==> config.mk <==
export PLATFORM = sky130hd
export DESIGN_NAME = rc_pulse_demand_decoder
export DESIGN_NICKNAME = d
export VERILOG_FILES = /design/src/rpdd_pkg.sv /design/src/rpdd_divider.sv /design/src/rc_pulse_demand_decoder.sv
export SDC_FILE = /design/constraint.sdc
export NUM_CORES = 1
export LEC_CHECK = 0
export BUFFER_PORTS_ARGS = -buffer_cell sky130_fd_sc_hd__clkbuf_2
export CAP_MARGIN = 40
export CORE_MARGIN = 2
export CORE_UTILIZATION = 25
export CTS_CLUSTER_DIAMETER = 200
export DETAILED_ROUTE_END_ITERATION = 16
export GPL_TIMING_DRIVEN = 1
export MAX_ROUTING_LAYER = met4
export PLACE_DENSITY = 0.51
export REMOVE_ABC_BUFFERS = 1
export SYNTH_ARGS = -nofsm -noshare
export SYNTH_HDL_FRONTEND = slang
export SYNTH_SLANG_ARGS = --single-unit
==> constraint.sdc <==
create_clock -name clk -period 7.62 [get_ports clk]
set_input_delay 0.762 -clock clk [delete_from_list [all_inputs] [get_ports clk]]
set_output_delay 0.762 -clock clk [all_outputs]
set_load 0.03 [all_outputs]
==> src/rpdd_pkg.sv <==
`timescale 1ns / 1ps
`default_nettype none

package rpdd_pkg;

  // Field widths
  localparam int COUNT_W    = 16;
  localparam int DEMAND_W   = 16;
  localparam int MS_W       = 8;
  localparam int CFG_IDX_W  = 2;
  localparam int CFG_DATA_W = 16;

  // Register indexes on the configuration port
  localparam logic [CFG_IDX_W-1:0] REG_MIN_PULSE  = 2'd0;
  localparam logic [CFG_IDX_W-1:0] REG_MAX_PULSE  = 2'd1;
  localparam logic [CFG_IDX_W-1:0] REG_TIMEOUT_MS = 2'd2;

  // Register reset values
  localparam logic [COUNT_W-1:0] MIN_PULSE_RESET  = 16'd23975;
  localparam logic [COUNT_W-1:0] MAX_PULSE_RESET  = 16'd47939;
  localparam logic [MS_W-1:0]    TIMEOUT_MS_RESET = 8'd20;

  // Saturation limits
  localparam logic [DEMAND_W-1:0] DEMAND_FULL = 16'hFFFF;
  localparam logic [MS_W-1:0]     MS_MAX      = 8'd255;

  // Item kinds
  localparam logic KIND_PULSE = 1'b0;
  localparam logic KIND_TICK  = 1'b1;

  typedef struct packed {
    logic               kind;
    logic [COUNT_W-1:0] rise_count;
    logic [COUNT_W-1:0] fall_count;
  } in_item_t;

  typedef struct packed {
    logic [DEMAND_W-1:0] demand;
    logic                stale;
  } out_item_t;

  // Divider handshake
  typedef struct packed {
    logic start;
  } div_ctrl_t;

  typedef struct packed {
    logic busy;
    logic done;
  } div_stat_t;

endpackage

`default_nettype wire

==> src/rpdd_divider.sv <==
`timescale 1ns / 1ps
`default_nettype none

// Restoring divider, one quotient bit per cycle. The dividend must be
// below the divisor, so the quotient is a pure fraction of DEMAND_W bits.
module rpdd_divider (
  input  wire logic                          clk,
  input  wire logic                          rst,
  input  wire rpdd_pkg::div_ctrl_t           ctrl,
  input  wire logic [rpdd_pkg::DEMAND_W-1:0] dividend,
  input  wire logic [rpdd_pkg::DEMAND_W-1:0] divisor,
  output rpdd_pkg::div_stat_t                stat,
  output logic [rpdd_pkg::DEMAND_W-1:0]      quotient
);

  localparam int QW    = rpdd_pkg::DEMAND_W;
  localparam int CNT_W = $clog2(QW);
  localparam logic [CNT_W-1:0] LAST_STEP = CNT_W'(QW - 1);

  logic [QW-1:0]    rem;
  logic [QW-1:0]    quo;
  logic [CNT_W-1:0] cnt;
  logic             busy;
  logic             done;

  logic [QW:0] shifted;
  logic [QW:0] diff;
  logic        fits;

  // Shift in a zero and try the subtract
  always_comb begin
    shifted = {rem, 1'b0};
    diff    = shifted - {1'b0, divisor};
    fits    = shifted >= {1'b0, divisor};
  end

  // Control: run QW steps after start, then flag done for one cycle
  always_ff @(posedge clk) begin
    if (rst) begin
      busy <= 1'b0;
      done <= 1'b0;
      cnt  <= '0;
    end else begin
      done <= 1'b0;
      if (ctrl.start) begin
        busy <= 1'b1;
        cnt  <= '0;
      end else if (busy) begin
        cnt <= cnt + 1'b1;
        if (cnt == LAST_STEP) begin
          busy <= 1'b0;
          done <= 1'b1;
        end
      end
    end
  end

  // Datapath: remainder and quotient
  always_ff @(posedge clk) begin
    if (ctrl.start) begin
      rem <= dividend;
      quo <= '0;
    end else if (busy) begin
      rem <= fits ? diff[QW-1:0] : shifted[QW-1:0];
      quo <= {quo[QW-2:0], fits};
    end
  end

  assign stat.busy = busy;
  assign stat.done = done;
  assign quotient  = quo;

endmodule

`default_nettype wire

==> src/rc_pulse_demand_decoder.sv <==
`timescale 1ns / 1ps
`default_nettype none

// RC pulse demand decoder.
// Input channel (item_valid / item_stall / item): a pulse item carries the
// rise and fall capture counts; a tick item marks one millisecond.
// Output channel (result_valid / result_stall / result): one result per
// item with the Q16 demand and the stale flag.
// Configuration: cfg_we writes cfg_data to register cfg_index (0 min_pulse,
// 1 max_pulse, 2 timeout_ms); write only while no item is in flight.
// Flow: a pulse that needs the divide passes the signal and check states,
// the 16 steps of the restoring divider, the divider done flag and the output
// register; a pulse that saturates or is zero skips the divider, and a tick
// goes straight to the done state. One item is in work at a time: item_stall
// holds while an item is in work, so a new item waits until the last is through.
// The output register lets a new item be accepted while a result waits.
// A stalled result holds; a finished item waits until the output is free.
// Reset returns the registers to their defaults, clears the demand and the
// millisecond counter, and empties the output.
module rc_pulse_demand_decoder (
  input  wire logic                              clk,
  input  wire logic                              rst,
  input  wire logic                              item_valid,
  output logic                                   item_stall,
  input  wire rpdd_pkg::in_item_t                item,
  output logic                                   result_valid,
  input  wire logic                              result_stall,
  output rpdd_pkg::out_item_t                    result,
  input  wire logic                              cfg_we,
  input  wire logic [rpdd_pkg::CFG_IDX_W-1:0]    cfg_index,
  input  wire logic [rpdd_pkg::CFG_DATA_W-1:0]   cfg_data
);

  typedef enum logic [4:0] {
    ST_IDLE   = 5'b00001,
    ST_SIGNAL = 5'b00010,
    ST_CHECK  = 5'b00100,
    ST_DIV    = 5'b01000,
    ST_DONE   = 5'b10000
  } state_t;

  localparam int CW = rpdd_pkg::COUNT_W;
  localparam int DW = rpdd_pkg::DEMAND_W;
  localparam int MW = rpdd_pkg::MS_W;

  state_t state;
  state_t state_next;

  logic [CW-1:0] min_pulse;
  logic [CW-1:0] max_pulse;
  logic [MW-1:0] timeout_ms;

  logic [DW-1:0] demand_value;
  logic [MW-1:0] ms_since_pulse;

  logic          kind_r;
  logic [CW-1:0] width_r;
  logic [DW-1:0] signal_r;
  logic [DW-1:0] range_r;
  logic          range_ok_r;
  logic [DW-1:0] res_r;

  logic accept;
  logic out_free;
  logic stale_now;

  rpdd_pkg::div_ctrl_t     div_ctrl;
  rpdd_pkg::div_stat_t     div_stat;
  logic [DW-1:0]           div_quotient;

  assign accept     = item_valid && !item_stall;
  assign item_stall = (state != ST_IDLE);
  assign out_free   = !result_valid || !result_stall;
  assign stale_now  = ms_since_pulse > timeout_ms;

  // Start the divide only when the signal is nonzero, the range is valid and the quotient is a proper fraction
  always_comb begin
    div_ctrl.start = 1'b0;
    if (state == ST_CHECK && signal_r != '0 && range_ok_r && signal_r < range_r) begin
      div_ctrl.start = 1'b1;
    end
  end

  rpdd_divider u_divider (
    .clk      (clk),
    .rst      (rst),
    .ctrl     (div_ctrl),
    .dividend (signal_r),
    .divisor  (range_r),
    .stat     (div_stat),
    .quotient (div_quotient)
  );

  // Sequence one item
  always_comb begin
    state_next = state;
    unique case (state)
      ST_IDLE: begin
        if (accept) begin
          state_next = (item.kind == rpdd_pkg::KIND_PULSE) ? ST_SIGNAL : ST_DONE;
        end
      end
      ST_SIGNAL: state_next = ST_CHECK;
      ST_CHECK: begin
        state_next = div_ctrl.start ? ST_DIV : ST_DONE;
      end
      ST_DIV: begin
        if (div_stat.done) begin
          state_next = ST_DONE;
        end
      end
      ST_DONE: begin
        if (out_free) begin
          state_next = ST_IDLE;
        end
      end
      default: state_next = ST_IDLE;
    endcase
  end

  always_ff @(posedge clk) begin
    if (rst) begin
      state <= ST_IDLE;
    end else begin
      state <= state_next;
    end
  end

  // Configuration registers
  always_ff @(posedge clk) begin
    if (rst) begin
      min_pulse  <= rpdd_pkg::MIN_PULSE_RESET;
      max_pulse  <= rpdd_pkg::MAX_PULSE_RESET;
      timeout_ms <= rpdd_pkg::TIMEOUT_MS_RESET;
    end else if (cfg_we) begin
      case (cfg_index)
        rpdd_pkg::REG_MIN_PULSE:  min_pulse  <= cfg_data[CW-1:0];
        rpdd_pkg::REG_MAX_PULSE:  max_pulse  <= cfg_data[CW-1:0];
        rpdd_pkg::REG_TIMEOUT_MS: timeout_ms <= cfg_data[MW-1:0];
        default: ;
      endcase
    end
  end

  // Capture the item, then derive signal and range, then resolve the result
  always_ff @(posedge clk) begin
    if (accept) begin
      kind_r  <= item.kind;
      width_r <= item.fall_count - item.rise_count;
    end
    if (state == ST_SIGNAL) begin
      signal_r   <= (width_r > min_pulse) ? (width_r - min_pulse) : '0;
      range_r    <= max_pulse - min_pulse;
      range_ok_r <= max_pulse > min_pulse;
    end
    if (state == ST_CHECK) begin
      res_r <= (signal_r == '0) ? '0 : rpdd_pkg::DEMAND_FULL;
    end
    if (state == ST_DIV && div_stat.done) begin
      res_r <= div_quotient;
    end
  end

  // Advance the millisecond counter on an accepted tick, clear it on an accepted pulse
  always_ff @(posedge clk) begin
    if (rst) begin
      ms_since_pulse <= '0;
    end else if (accept) begin
      if (item.kind == rpdd_pkg::KIND_PULSE) begin
        ms_since_pulse <= '0;
      end else if (ms_since_pulse != rpdd_pkg::MS_MAX) begin
        ms_since_pulse <= ms_since_pulse + 1'b1;
      end
    end
  end

  // Update the demand and load the output register
  always_ff @(posedge clk) begin
    if (rst) begin
      demand_value <= '0;
      result_valid <= 1'b0;
    end else begin
      if (state == ST_DONE && out_free) begin
        priority if (stale_now) begin
          demand_value <= '0;
        end else if (kind_r == rpdd_pkg::KIND_PULSE) begin
          demand_value <= res_r;
        end
        result_valid <= 1'b1;
      end else if (result_valid && !result_stall) begin
        result_valid <= 1'b0;
      end
    end
  end

  always_ff @(posedge clk) begin
    if (state == ST_DONE && out_free) begin
      priority if (stale_now) begin
        result.demand <= '0;
      end else if (kind_r == rpdd_pkg::KIND_PULSE) begin
        result.demand <= res_r;
      end else begin
        result.demand <= demand_value;
      end
      result.stale <= stale_now;
    end
  end

  // Checks
  a_div_only_in_div: assert property (@(posedge clk) disable iff (rst)
    (div_stat.busy || div_stat.done) |-> state == ST_DIV)
    else $error("divider active outside the divide state");

  a_pulse_not_stale: assert property (@(posedge clk) disable iff (rst)
    (state == ST_DONE && kind_r == rpdd_pkg::KIND_PULSE) |-> ms_since_pulse == '0)
    else $error("pulse item finishing with a nonzero millisecond count");

  a_stale_zero: assert property (@(posedge clk) disable iff (rst)
    (result_valid && result.stale) |-> result.demand == '0)
    else $error("stale result with nonzero demand");

  a_result_from_done: assert property (@(posedge clk) disable iff (rst)
    $rose(result_valid) |-> $past(state == ST_DONE))
    else $error("result raised without a finished item");

endmodule

`default_nettype wire
# After elaboration in Yosys (flattened, before gate mapping)
# Cells that the tools add are included.
# Widths: inputs -> output; s select.
[classes]
add_sub_neg = 6
n_lt_le_gt_ge = 5
eq_ne = 14
mux = 23
bitwise_logic = 1
reduce_logical = 24
[op_table]
columns = ["operator", "count"]
rows = [
  ["$mux 16", 8],
  ["$sub 16x16->16", 4],
  ["$gt 16x16->1", 2],
  ["$mux 5", 5],
  ["$pmux 5 s5", 1],
  ["$ge 17x16->1", 1],
  ["$logic_not 16->1", 1],
  ["$lt 16x16->1", 1],
  ["$mux 8", 2],
  ["$reduce_bool 16->1", 1],
  ["$add 8x1->8 const B", 1],
  ["$gt 8x8->1", 1],
  ["$ne 8x8->1 const B", 1],
  ["$reduce_and 2->1", 4],
  ["$logic_and 1x1->1", 7],
  ["$mux 1", 7],
  ["$reduce_bool 2->1", 3],
  ["$eq 5x1->1 const B", 1],
  ["$eq 5x2->1 const B", 1],
  ["$eq 5x3->1 const B", 1],
  ["$eq 5x4->1 const B", 1],
  ["$eq 5x5->1 const B", 1],
  ["$ne 5x1->1 const B", 1],
  ["$add 4x1->4 const B", 1],
  ["other kinds (12)", 16],
]
[totals]
regBits = 191
input_bits = 56
out_inout_bits = 19
elab_cells = 93

# Logic depth before layout (Yosys ltp)
# Gate-level depths: netlist (run 1).
[logic_depth]
ltp_word = 7
mapped_depth = 12
ltp_nobuf = 10

# Modules after synthesis
# A second synthesis (run 1) with hierarchy kept.
[unflattened]
cells_unflattened = 1190
hier_area_um2 = 11162.0
[by_module_without_submodules]
columns = ["module", "n_inst", "cells_each", "area_per_inst_um2", "seq_area_each_um2"]
rows = [
  ["rc_pulse_demand_decoder", 1, 898, 8568.2, 3893.7],
  ["rpdd_divider", 1, 292, 2593.7, 920.9],
]

# Worst setup path before layout (run 1)
# Ideal clock, no wire load.
[synth_timing]
path_kind = "input to register"
from = "input result_stall"
to = "register demand_value[10]"
setup_time_ns = 0.070
arrival_time_ns = 2.568
t_required_ns = 7.550
path_slack_ns = 4.981
path_stages = 5
n_path_buf = 2
path_cell_list = "a21oi_1 -> or3b_1 -> clkbuf_1 -> buf_2 -> o2bb2ai_1"
[synth_between]
elab_chain_cells = 3
[synth_lines]
columns = ["item", "line_no", "text"]
rows = [
  ["start: declaration", "rc_pulse_demand_decoder.sv:27", "input wire logic result_stall,"],
  ["$logic_not 1->1", "rc_pulse_demand_decoder.sv:73", "assign out_free = !result_valid || !result_stall;"],
  ["$logic_or 1x1->1", "rc_pulse_demand_decoder.sv:73", ""],
  ["$logic_and 1x1->1", "rc_pulse_demand_decoder.sv:183", "if (state == ST_DONE && out_free) begin"],
  ["end signal: assignment", "rc_pulse_demand_decoder.sv:187", "demand_value <= res_r;"],
  ["end: declaration", "rc_pulse_demand_decoder.sv:53", "logic [DW-1:0] demand_value;"],
]
# No other way between the ends.
# A chain may end at the register's enable or synchronous reset.

# Worst setup path in the final report (run 1)
[layout_timing]
from = "register signal_r[13]"
to = "register u_divider.rem[9] (enable)"
[layout_between]
elab_chain_cells = 6
word_cells_on_any_way = 7
cone_classes = "1 x order compare; 1 x mux; 5 x reduce/logical"
[layout_lines]
columns = ["item", "line_no", "text"]
rows = [
  ["start: declaration", "rc_pulse_demand_decoder.sv:58", "logic [DW-1:0] signal_r;"],
  ["start signal: assignment", "rc_pulse_demand_decoder.sv:152", "signal_r <= (width_r > min_pulse) ? (width_r - min_pulse) : '0;"],
  ["branches (longest 3 deep; another with $lt 16x16->1)", "--", ""],
  ["$logic_and 1x1->1 (*)", "rc_pulse_demand_decoder.sv:79", "if (state == ST_CHECK && signal_r != '0 && range_ok_r && signal_r < range_r) begin"],
  ["$mux 1 (*)", "rc_pulse_demand_decoder.sv:79", ""],
  ["$reduce_bool 2->1 (no line) (*)", "--", ""],
  ["end signal: assignment", "rpdd_divider.sv:61", "rem <= dividend;"],
  ["end signal: assignment", "rpdd_divider.sv:64", "rem <= fits ? diff[QW-1:0] : shifted[QW-1:0];"],
  ["end: declaration", "rpdd_divider.sv:20", "logic [QW-1:0] rem;"],
]
# Every way passes the cells marked *.

==> results of run 1 <==
==> metal layers <==
| metal | routed length (um) | global-route usage |
|---|---|---|
| met1 | 12100 | 0.144 |
| met2 | 11500 | 0.180 |
| met3 | 784 | 0.0152 |
| met4 | 294 | 0.0313 |
| met5 | 0 | - |
==> path summary, 6_finish.rpt <==
kind                 startpoint          endpoint  cells past startpoint
hold reg to reg   max_pulse[14]     max_pulse[14]                      2
setup reg to reg   signal_r[13]  u_divider.rem[9]                      7
setup / recovery   signal_r[13]  u_divider.rem[9]                      7
hold / removal    max_pulse[14]     max_pulse[14]                      2
==> per-stage QoR <==
step	total power, W	area, sq um	hold WS, ps
6_report	0.00239	12700	463
5_1_grt	0.00250	12700	476
4_1_cts	0.00242	12700	465
3_5_place_dp	0.00149	12100	447
3_3_place_gp	0.00148	12100	444
2_1_floorplan	0.00139	10900	432
==> worst reg2reg max path: stages (launching register included) <==
cell                       delay, ps
sky130_fd_sc_hd__edfxtp_1        430
sky130_fd_sc_hd__ha_1            330
sky130_fd_sc_hd__a211oi_1        240
sky130_fd_sc_hd__nor2_1          100
sky130_fd_sc_hd__nor4b_1         280
sky130_fd_sc_hd__and3_1          230
sky130_fd_sc_hd__nand2_1         310
sky130_fd_sc_hd__nand2b_1        710
==> cell usage in the layout (no fill, tap or decap), types with 12 or more instances in the layout <==
master,instances
sky130_fd_sc_hd__nand3_1,17
sky130_fd_sc_hd__nand3b_1,14
sky130_fd_sc_hd__a21o_1,14
sky130_fd_sc_hd__edfxtp_1,99
sky130_fd_sc_hd__mux2i_1,26
sky130_fd_sc_hd__clkbuf_16,17
sky130_fd_sc_hd__nand2b_1,29
sky130_fd_sc_hd__inv_1,95
sky130_fd_sc_hd__xor2_1,20
sky130_fd_sc_hd__o2bb2ai_1,17
sky130_fd_sc_hd__ha_1,88
sky130_fd_sc_hd__a21oi_1,97
sky130_fd_sc_hd__nand2_1,103
sky130_fd_sc_hd__nor3_1,24
sky130_fd_sc_hd__o21ai_0,35
sky130_fd_sc_hd__xnor2_1,35
sky130_fd_sc_hd__clkbuf_2,74
sky130_fd_sc_hd__nor4_1,14
sky130_fd_sc_hd__dfxtp_1,92
sky130_fd_sc_hd__nand4_1,12
sky130_fd_sc_hd__a211o_1,15
sky130_fd_sc_hd__nor2_1,140
==> where the power goes <==
| part | switching [W] | internal (W) | leakage (nW) |
|---|---|---|---|
| combinational | 0.000195 | 0.000139 | 3.19 |
| clock | 0.000469 | 0.000455 | 0.303 |
| sequential | 0.0000129 | 0.00112 | 1.62 |
| total | 0.000676 | 0.00171 | 5.12 |
==> kinds of logic after synthesis <==
group | after synthesis
flip-flops | 191
adder cells (fa/ha/maj) | 92
AND/OR/NAND/NOR | 403
buffers and inverters | 136
multiplexers | 27
AO/OA/AOI/OAI | 259
XOR/XNOR | 55
==> final cells by class <==
class,count,area (sq um)
Clock buffer,17,425
Clock inverter,15,201
Sequential cell,191,4810
Tap cell,592,741
Inverter,96,360
Multi-Input combinational cell,836,5710
Fill cell,4715,31200
Timing Repair Buffer,85,468
==> metrics, run 1 <==
run status=completed; half-perimeter wire length after placement=18.8 mm; timing-limited maximum frequency=333 MHz; fraction of the yosys area taken by sequential cells=0.435; CP max stage cell=sky130_fd_sc_hd__nand2b_1; final core utilization=0.290; final clock period utilization by the worst path=0.394; worst setup timing slack at the placement stage=4660 ps; Post-Synth Adder-Cell Area=0.107; fraction of final layout cells sized beyond drive strength 1=0.126; Overflow after GRT=0; Die Outline Area=46,000 sq um; EDFF count, synth=a little under 100; #FFs+latches synth=191; min-delay worst type=flop to flop; number of design-rule violations left by the first detailed-router iteration=492; WP buf/inv=0; Starting Density=0.252; WL final=24.7 mm; final count of hold timing violations=0; launching element type of the critical path=flop; CORE AREA=43,900 sq um; number of vias after detailed routing=between 8,000 and 9,000; combinational family with the most area after synthesis=simple AND/OR/NAND/NOR gates; cell-by-cell listing of the critical path=ha_1, a211oi_1, nor2_1, nor4b_1, and3_1, nand2_1, nand2b_1; cell with the most instances after synthesis=sky130_fd_sc_hd__nor2_1; delay contributed by the slowest stage of the critical path=710 ps; First-pass DRT Iterations=5; mux cell area share after synthesis=0.0245; family with the most delay on the worst path=simple AND/OR/NAND/NOR gates; mean instance size in the synthesized netlist=9.51 sq um; I/O pins=75; xor and xnor area share after synthesis=0.0435; yosys synthesis warning count=0; synthesized-area fraction occupied by and/or/nand/nor cells=0.175; clock insertion delay at the later pin of the skew report=440 ps; final setup violation count=0; fraction of the mapped netlist area in compound gates=0.165; Cells after DPL=~1,800; endpoint required time on the critical path=approximately 7700 ps; Root Driver=sky130_fd_sc_hd__clkbuf_16; Syn-to-layout area delta=15.0%; number of setup buffers added after CTS=0; data arrival time at the worst-slack endpoint=3060 ps; maximum VDD drop=0.000133 V; routed len/inst=13.5 um; overall track demand over capacity in global routing=0.111; number of global-route vias before repair=7,983; global-route wire length before repair=40.6 mm; static power due to leakage=5.12 nW; max FFs per register=17; Num CTS Buffers=17; critical path endpoint category=flop; Post-Layout Cell Count=around 1,800; I/O Buffers=74; Max-slew headroom=0.454; time the final worst path needs with I/O delays and setup=3000 ps; Synth area leader=sky130_fd_sc_hd__edfxtp_1; GPL Wtd Cong=0.824; TritonCTS clock tree=done; worst clock skew=14.0 ps; post-cts gate resize count=0; final routed DRC violation total=0; transition at the pin with the smallest max-transition slack=815 ps; number of H-tree levels=4; worst reg2reg setup slack=4620 ps; accumulated negative setup slack=0 ps; class of the most critical setup path=flop to flop; async set-reset flop share out of synthesis=0; number of hold buffers added after cts=0; smallest setup slack after layout=4620 ps; number of buffers on the longest clock path=2; clock net sink count=191; ratio of routed vias to standard cells=approximately 4.5; Pins Over Slew Limit=0; initial antenna violation count=0; Std-Cell Rows=77; Syn Std Cell Area=11,100 sq um; total power density per cell area=188 nW/um^2; largest net degree at the start of global routing=58; cell types with the highest counts after synthesis=sky130_fd_sc_hd__nor2_1 (140), sky130_fd_sc_hd__nand2_1 (103), sky130_fd_sc_hd__edfxtp_1 (99); diode insertion count for antenna repair=0; proportion of netlist area held by the largest area contributor=0.269; Chip Width=214 um; unrepaired setup endpoints after global routing=false; Post-DRT Antenna Nets=0; flip-flop cell with the highest count after synthesis=sky130_fd_sc_hd__edfxtp_1; MaxCap Viol Count=0; register with the highest flop count=result; cells taking the most area after synthesis=sky130_fd_sc_hd__edfxtp_1 (27%), sky130_fd_sc_hd__dfxtp_1 (17%), sky130_fd_sc_hd__ha_1 (10%), sky130_fd_sc_hd__nor2_1 (4.7%), sky130_fd_sc_hd__a21oi_1 (4.4%); Vert. Die Dim=214 um; number of nets at the end of the flow=1,375; synthesized netlist cell count=1,163; register clock-pin slew on the reported worst setup and hold paths=80 ps; Unique masters post-synth=75; maximum fanout along the worst path=16
(Power assumes the default switching activity.)
==> run 2: changes to the inputs <==
--- a/config.mk
+++ b/config.mk
@@ -5,6 +5,7 @@
 export SDC_FILE = /design/constraint.sdc
 export NUM_CORES = 1
 export LEC_CHECK = 0
+export ABC_AREA = 1
 export BUFFER_PORTS_ARGS = -buffer_cell sky130_fd_sc_hd__clkbuf_2
 export CAP_MARGIN = 40
 export CORE_MARGIN = 2
==> constraint.sdc (replaced) <==
create_clock -name clk -period 2.85 [get_ports clk]
set_input_delay 0.285 -clock clk [delete_from_list [all_inputs] [get_ports clk]]
set_output_delay 0.285 -clock clk [all_outputs]
set_load 0.03 [all_outputs]
==> run 2 against run 1 <==
Effect of this change:
- sequential cell count did not move
- hold slack lost 400 ps
- die area shrank 0.22%
- critical path type unchanged
- sequential share of layout area is 0.42 points higher
- critical endpoint is now range_r[14]
==> metrics, run 2 <==
final count of hold timing violations=0 (unchanged); endpoint required time on the critical path=3090 ps (was 7680 ps); met3 layer wire length in the routed design=893 um (was 784 um); final routed DRC violation total=0 (unchanged); EDFF count, synth=99 (unchanged); total power density per cell area=517 nW/um^2 (was 188 nW/um^2); CP Launch Point=min_pulse[0] (was signal_r[13]); yosys synthesis warning count=0 (unchanged); class of the most critical setup path=flop to flop (unchanged); #FFs+latches synth=191 (unchanged); First-pass DRT Iterations=6 (was 5); final clock period utilization by the worst path=0.851 (was 0.394); final setup violation count=0 (unchanged); Die Outline Area=45,900 sq um (was 46,000 sq um); Cells after DPL=1,924 (was 1,800); largest net degree at the start of global routing=58 (unchanged); fraction of the yosys area taken by sequential cells=0.436 (was 0.435); min-delay worst type=input port to flop (was flop to flop); cell internal pwr=0.00462 W (was 0.00171 W); maximum fanout along the worst path=4 (was 16); number of buffers on the longest clock path=2 (unchanged); TritonCTS clock tree=done (unchanged); number of H-tree levels=4 (unchanged); synthesized netlist cell count=1,289 (was 1,163); switching power=0.00189 W (was 0.000676 W); number of hold buffers added after cts=0 (unchanged); Max-slew headroom=0.462 (was 0.454); highest metal used=met4 (unchanged); number of nets at the end of the flow=1,506 (was 1,375); launching element type of the critical path=flop (unchanged); Overflow after GRT=0 (unchanged); worst reg2reg startpoint=min_pulse[0] (was signal_r[13]); FF-to-FF path depth=9 (was 7); Std-Cell Rows=76 (was 77); cell with the most instances after synthesis=sky130_fd_sc_hd__nand2_1 (was sky130_fd_sc_hd__nor2_1); critical path endpoint category=flop (unchanged); Root Driver=sky130_fd_sc_hd__clkbuf_16 (unchanged); maximum VDD drop=0.000319 V (was 0.000133 V); number of global-route vias before repair=8,680 (was 7,983); Chip Width=214 um (about the same); smallest hold slack=60.5 ps (was 463 ps); Num CTS Buffers=17 (unchanged); Flop pwr share=0.481 (was 0.474); most common cell after layout, fill and taps aside=sky130_fd_sc_hd__nand2_1 (was sky130_fd_sc_hd__nor2_1); diode insertion count for antenna repair=0 (unchanged); number of design-rule violations left by the first detailed-router iteration=581 (was 492); WL final=25.6 mm (was 24.7 mm); timing-limited maximum frequency=412 MHz (was 333 MHz); data arrival time at the worst-slack endpoint=2660 ps (was 3060 ps); worst clock skew=18.4 ps (was 14.0 ps); async set-reset flop share out of synthesis=0 (unchanged); Register Area=4810 sq um (unchanged); power share of the combinational group=0.179 (was 0.140); met1 routed wirelength after detailed routing=12.4 mm (was 12.1 mm); routed len/inst=13.1 um (was 13.5 um); fraction of final layout cells sized beyond drive strength 1=0.123 (was 0.126); register with the highest flop count=result (unchanged); worst setup path endpoint=range_r[14] (was u_divider.rem[9]); run status=completed (unchanged); cells taking the most area after synthesis=sky130_fd_sc_hd__edfxtp_1 (27%), sky130_fd_sc_hd__dfxtp_1 (17%), sky130_fd_sc_hd__ha_1 (10%), sky130_fd_sc_hd__nand2_1 (8.4%), sky130_fd_sc_hd__inv_1 (5.7%) (was sky130_fd_sc_hd__edfxtp_1 (27%), sky130_fd_sc_hd__dfxtp_1 (17%), sky130_fd_sc_hd__ha_1 (10%), sky130_fd_sc_hd__nor2_1 (4.7%), sky130_fd_sc_hd__a21oi_1 (4.4%)); initial antenna violation count=0 (unchanged); ratio of routed vias to standard cells=4.43 (was 4.49); MaxCap Viol Count=0 (unchanged); time the final worst path needs with I/O delays and setup=2420 ps (was 3000 ps); I/O pins=75 (unchanged); capturing point of the worst reg2reg path=range_r[14] (was u_divider.rem[9]); flip-flop cell with the highest count after synthesis=sky130_fd_sc_hd__edfxtp_1 (unchanged); unrepaired setup endpoints after global routing=false (unchanged); proportion of netlist area held by the largest area contributor=0.269 (about the same); CORE AREA=43,400 sq um (was 43,900 sq um); clock insertion delay at the later pin of the skew report=450 ps (was 440 ps); overall track demand over capacity in global routing=0.119 (was 0.111); GPL Wtd Cong=0.875 (was 0.824); number of setup buffers added after CTS=0 (unchanged); post-cts gate resize count=0 (unchanged); Pins Over Slew Limit=0 (unchanged); max FFs per register=17 (unchanged); fill count=4,696 (was 4,715); Post-DRT Antenna Nets=0 (unchanged); static power due to leakage=5.55 nW (was 5.12 nW); Synth area leader=sky130_fd_sc_hd__edfxtp_1 (unchanged); met2 wire length=11.8 mm (was 11.5 mm); clock net sink count=191 (unchanged); Syn Std Cell Area=11,000 sq um (was 11,100 sq um); worst setup timing slack at the placement stage=421 ps (was 4660 ps); global-route wire length before repair=43.5 mm (was 40.6 mm); transition at the pin with the smallest max-transition slack=807 ps (was 815 ps); Vert. Die Dim=214 um (about the same); Switching Fraction=0.291 (was 0.283); Unique masters post-synth=55 (was 75); Starting Density=0.255 (was 0.252); number of vias after detailed routing=8,671 (was 8,229); smallest setup slack after layout=425 ps (was 4620 ps); Final Total Pwr=0.00651 W (was 0.00239 W); register clock-pin slew on the reported worst setup and hold paths=80 ps (about the same); clock network power share=0.340 (was 0.386); Post-Layout Cell Count=1,956 (was 1,832); I/O Buffers=74 (unchanged); footprint of the multi-input gates=5430 sq um (was 5710 sq um); cell types with the highest counts after synthesis=sky130_fd_sc_hd__nand2_1 (246), sky130_fd_sc_hd__inv_1 (168), sky130_fd_sc_hd__a21oi_1 (120) (was sky130_fd_sc_hd__nor2_1 (140), sky130_fd_sc_hd__nand2_1 (103), sky130_fd_sc_hd__edfxtp_1 (99)); worst reg2reg setup slack=430 ps (was 4620 ps); Syn-to-layout area delta=14.0% (was 15.0%); half-perimeter wire length after placement=19.8 mm (was 18.8 mm); commonest cells after routing, fill and taps aside=sky130_fd_sc_hd__nand2_1 (246), sky130_fd_sc_hd__inv_1 (168), sky130_fd_sc_hd__a21oi_1 (120) (was sky130_fd_sc_hd__nor2_1 (140), sky130_fd_sc_hd__nand2_1 (103), sky130_fd_sc_hd__edfxtp_1 (99)); mean instance size in the synthesized netlist=8.56 sq um (was 9.51 sq um)
run 2: changes by cell type in the layout (fill, tap and decap cells not counted), moves of 23 or more:
cell,change
sky130_fd_sc_hd__nor2_1,-56
sky130_fd_sc_hd__nand2b_1,-29
sky130_fd_sc_hd__mux2i_1,-26
sky130_fd_sc_hd__a21oi_1,+23
sky130_fd_sc_hd__nand2_1,+143
sky130_fd_sc_hd__inv_1,+73
sky130_fd_sc_hd__nand3_1,+48
sky130_fd_sc_hd__o21ai_0,+46
run 2: worst min-delay path by stage:
stage,startpoint,endpoint,slack (ps),cells after the start
4_1_cts,cfg_data[15],max_pulse[15],40,3
3_5_place_dp,max_pulse[6],max_pulse[6],450,2
3_3_place_gp,max_pulse[6],max_pulse[6],440,2
2_1_floorplan,rst,ms_since_pulse[1],350,1
6_report,cfg_data[15],max_pulse[15],60,3
5_1_grt,cfg_data[12],max_pulse[12],60,3
run 2: cell families (layout without fill, tap and decap cells):
kind of cell | after synthesis | in the layout | synth area share
buf+inv | 203 | 285 | 0.0734
simple gates | 467 | 467 | 0.190
flops | 191 | 191 | 0.436
fa+ha+maj | 92 | 92 | 0.107
compound gates | 274 | 274 | 0.141
mux | 16 | 16 | 0.0163
xor+xnor | 46 | 46 | 0.0365
run 2: area by class of cell:
type,count,share of cell area
clock buffers,20,0.0347
inverters,172,0.0513
flip-flops and latches,191,0.383
repair buffers,81,0.0346
well taps,585,0.0582
multi-input cells,895,0.432
clock inverters,12,0.00696
run 2: critical path, cell delays in order (launching register included):
cell	delay [ps]
sky130_fd_sc_hd__dfxtp_1	340
sky130_fd_sc_hd__ha_1	240
sky130_fd_sc_hd__fa_1	410
sky130_fd_sc_hd__nand3b_1	170
sky130_fd_sc_hd__nand2_1	130
sky130_fd_sc_hd__nand2_1	70
sky130_fd_sc_hd__nand2_1	160
sky130_fd_sc_hd__a21oi_1	130
sky130_fd_sc_hd__o21ai_0	240
sky130_fd_sc_hd__xor2_1	310
run 2: metal layers:
layer	track usage	up-vias
met2	0.189	153
met5	-	-
met3	0.0224	31
met4	0.0387	0
met1	0.153	3985
li1	-	4502
run 2: power by group through the flow:
stage	combinational, W	sequential (W)	clock (W)
2_1_floorplan	0.000840	0.00318	0
3_3_place_gp	0.00116	0.00319	0
3_5_place_dp	0.00117	0.00320	0
4_1_cts	0.00117	0.00313	0.00230
5_1_grt	0.00133	0.00315	0.00241
6_report	0.00116	0.00313	0.00221
run 2: metrics by stage:
step / area (sq um) / utilization / TNS (ps)
finish: 12600 / 0.290 / 0
CTS: 12600 / 0.290 / 0
floorplan: 10900 / - / -17140
detailed placement: 12100 / 0.278 / 0
global placement: 12100 / 0.278 / 0
global route: 12600 / 0.290 / 0
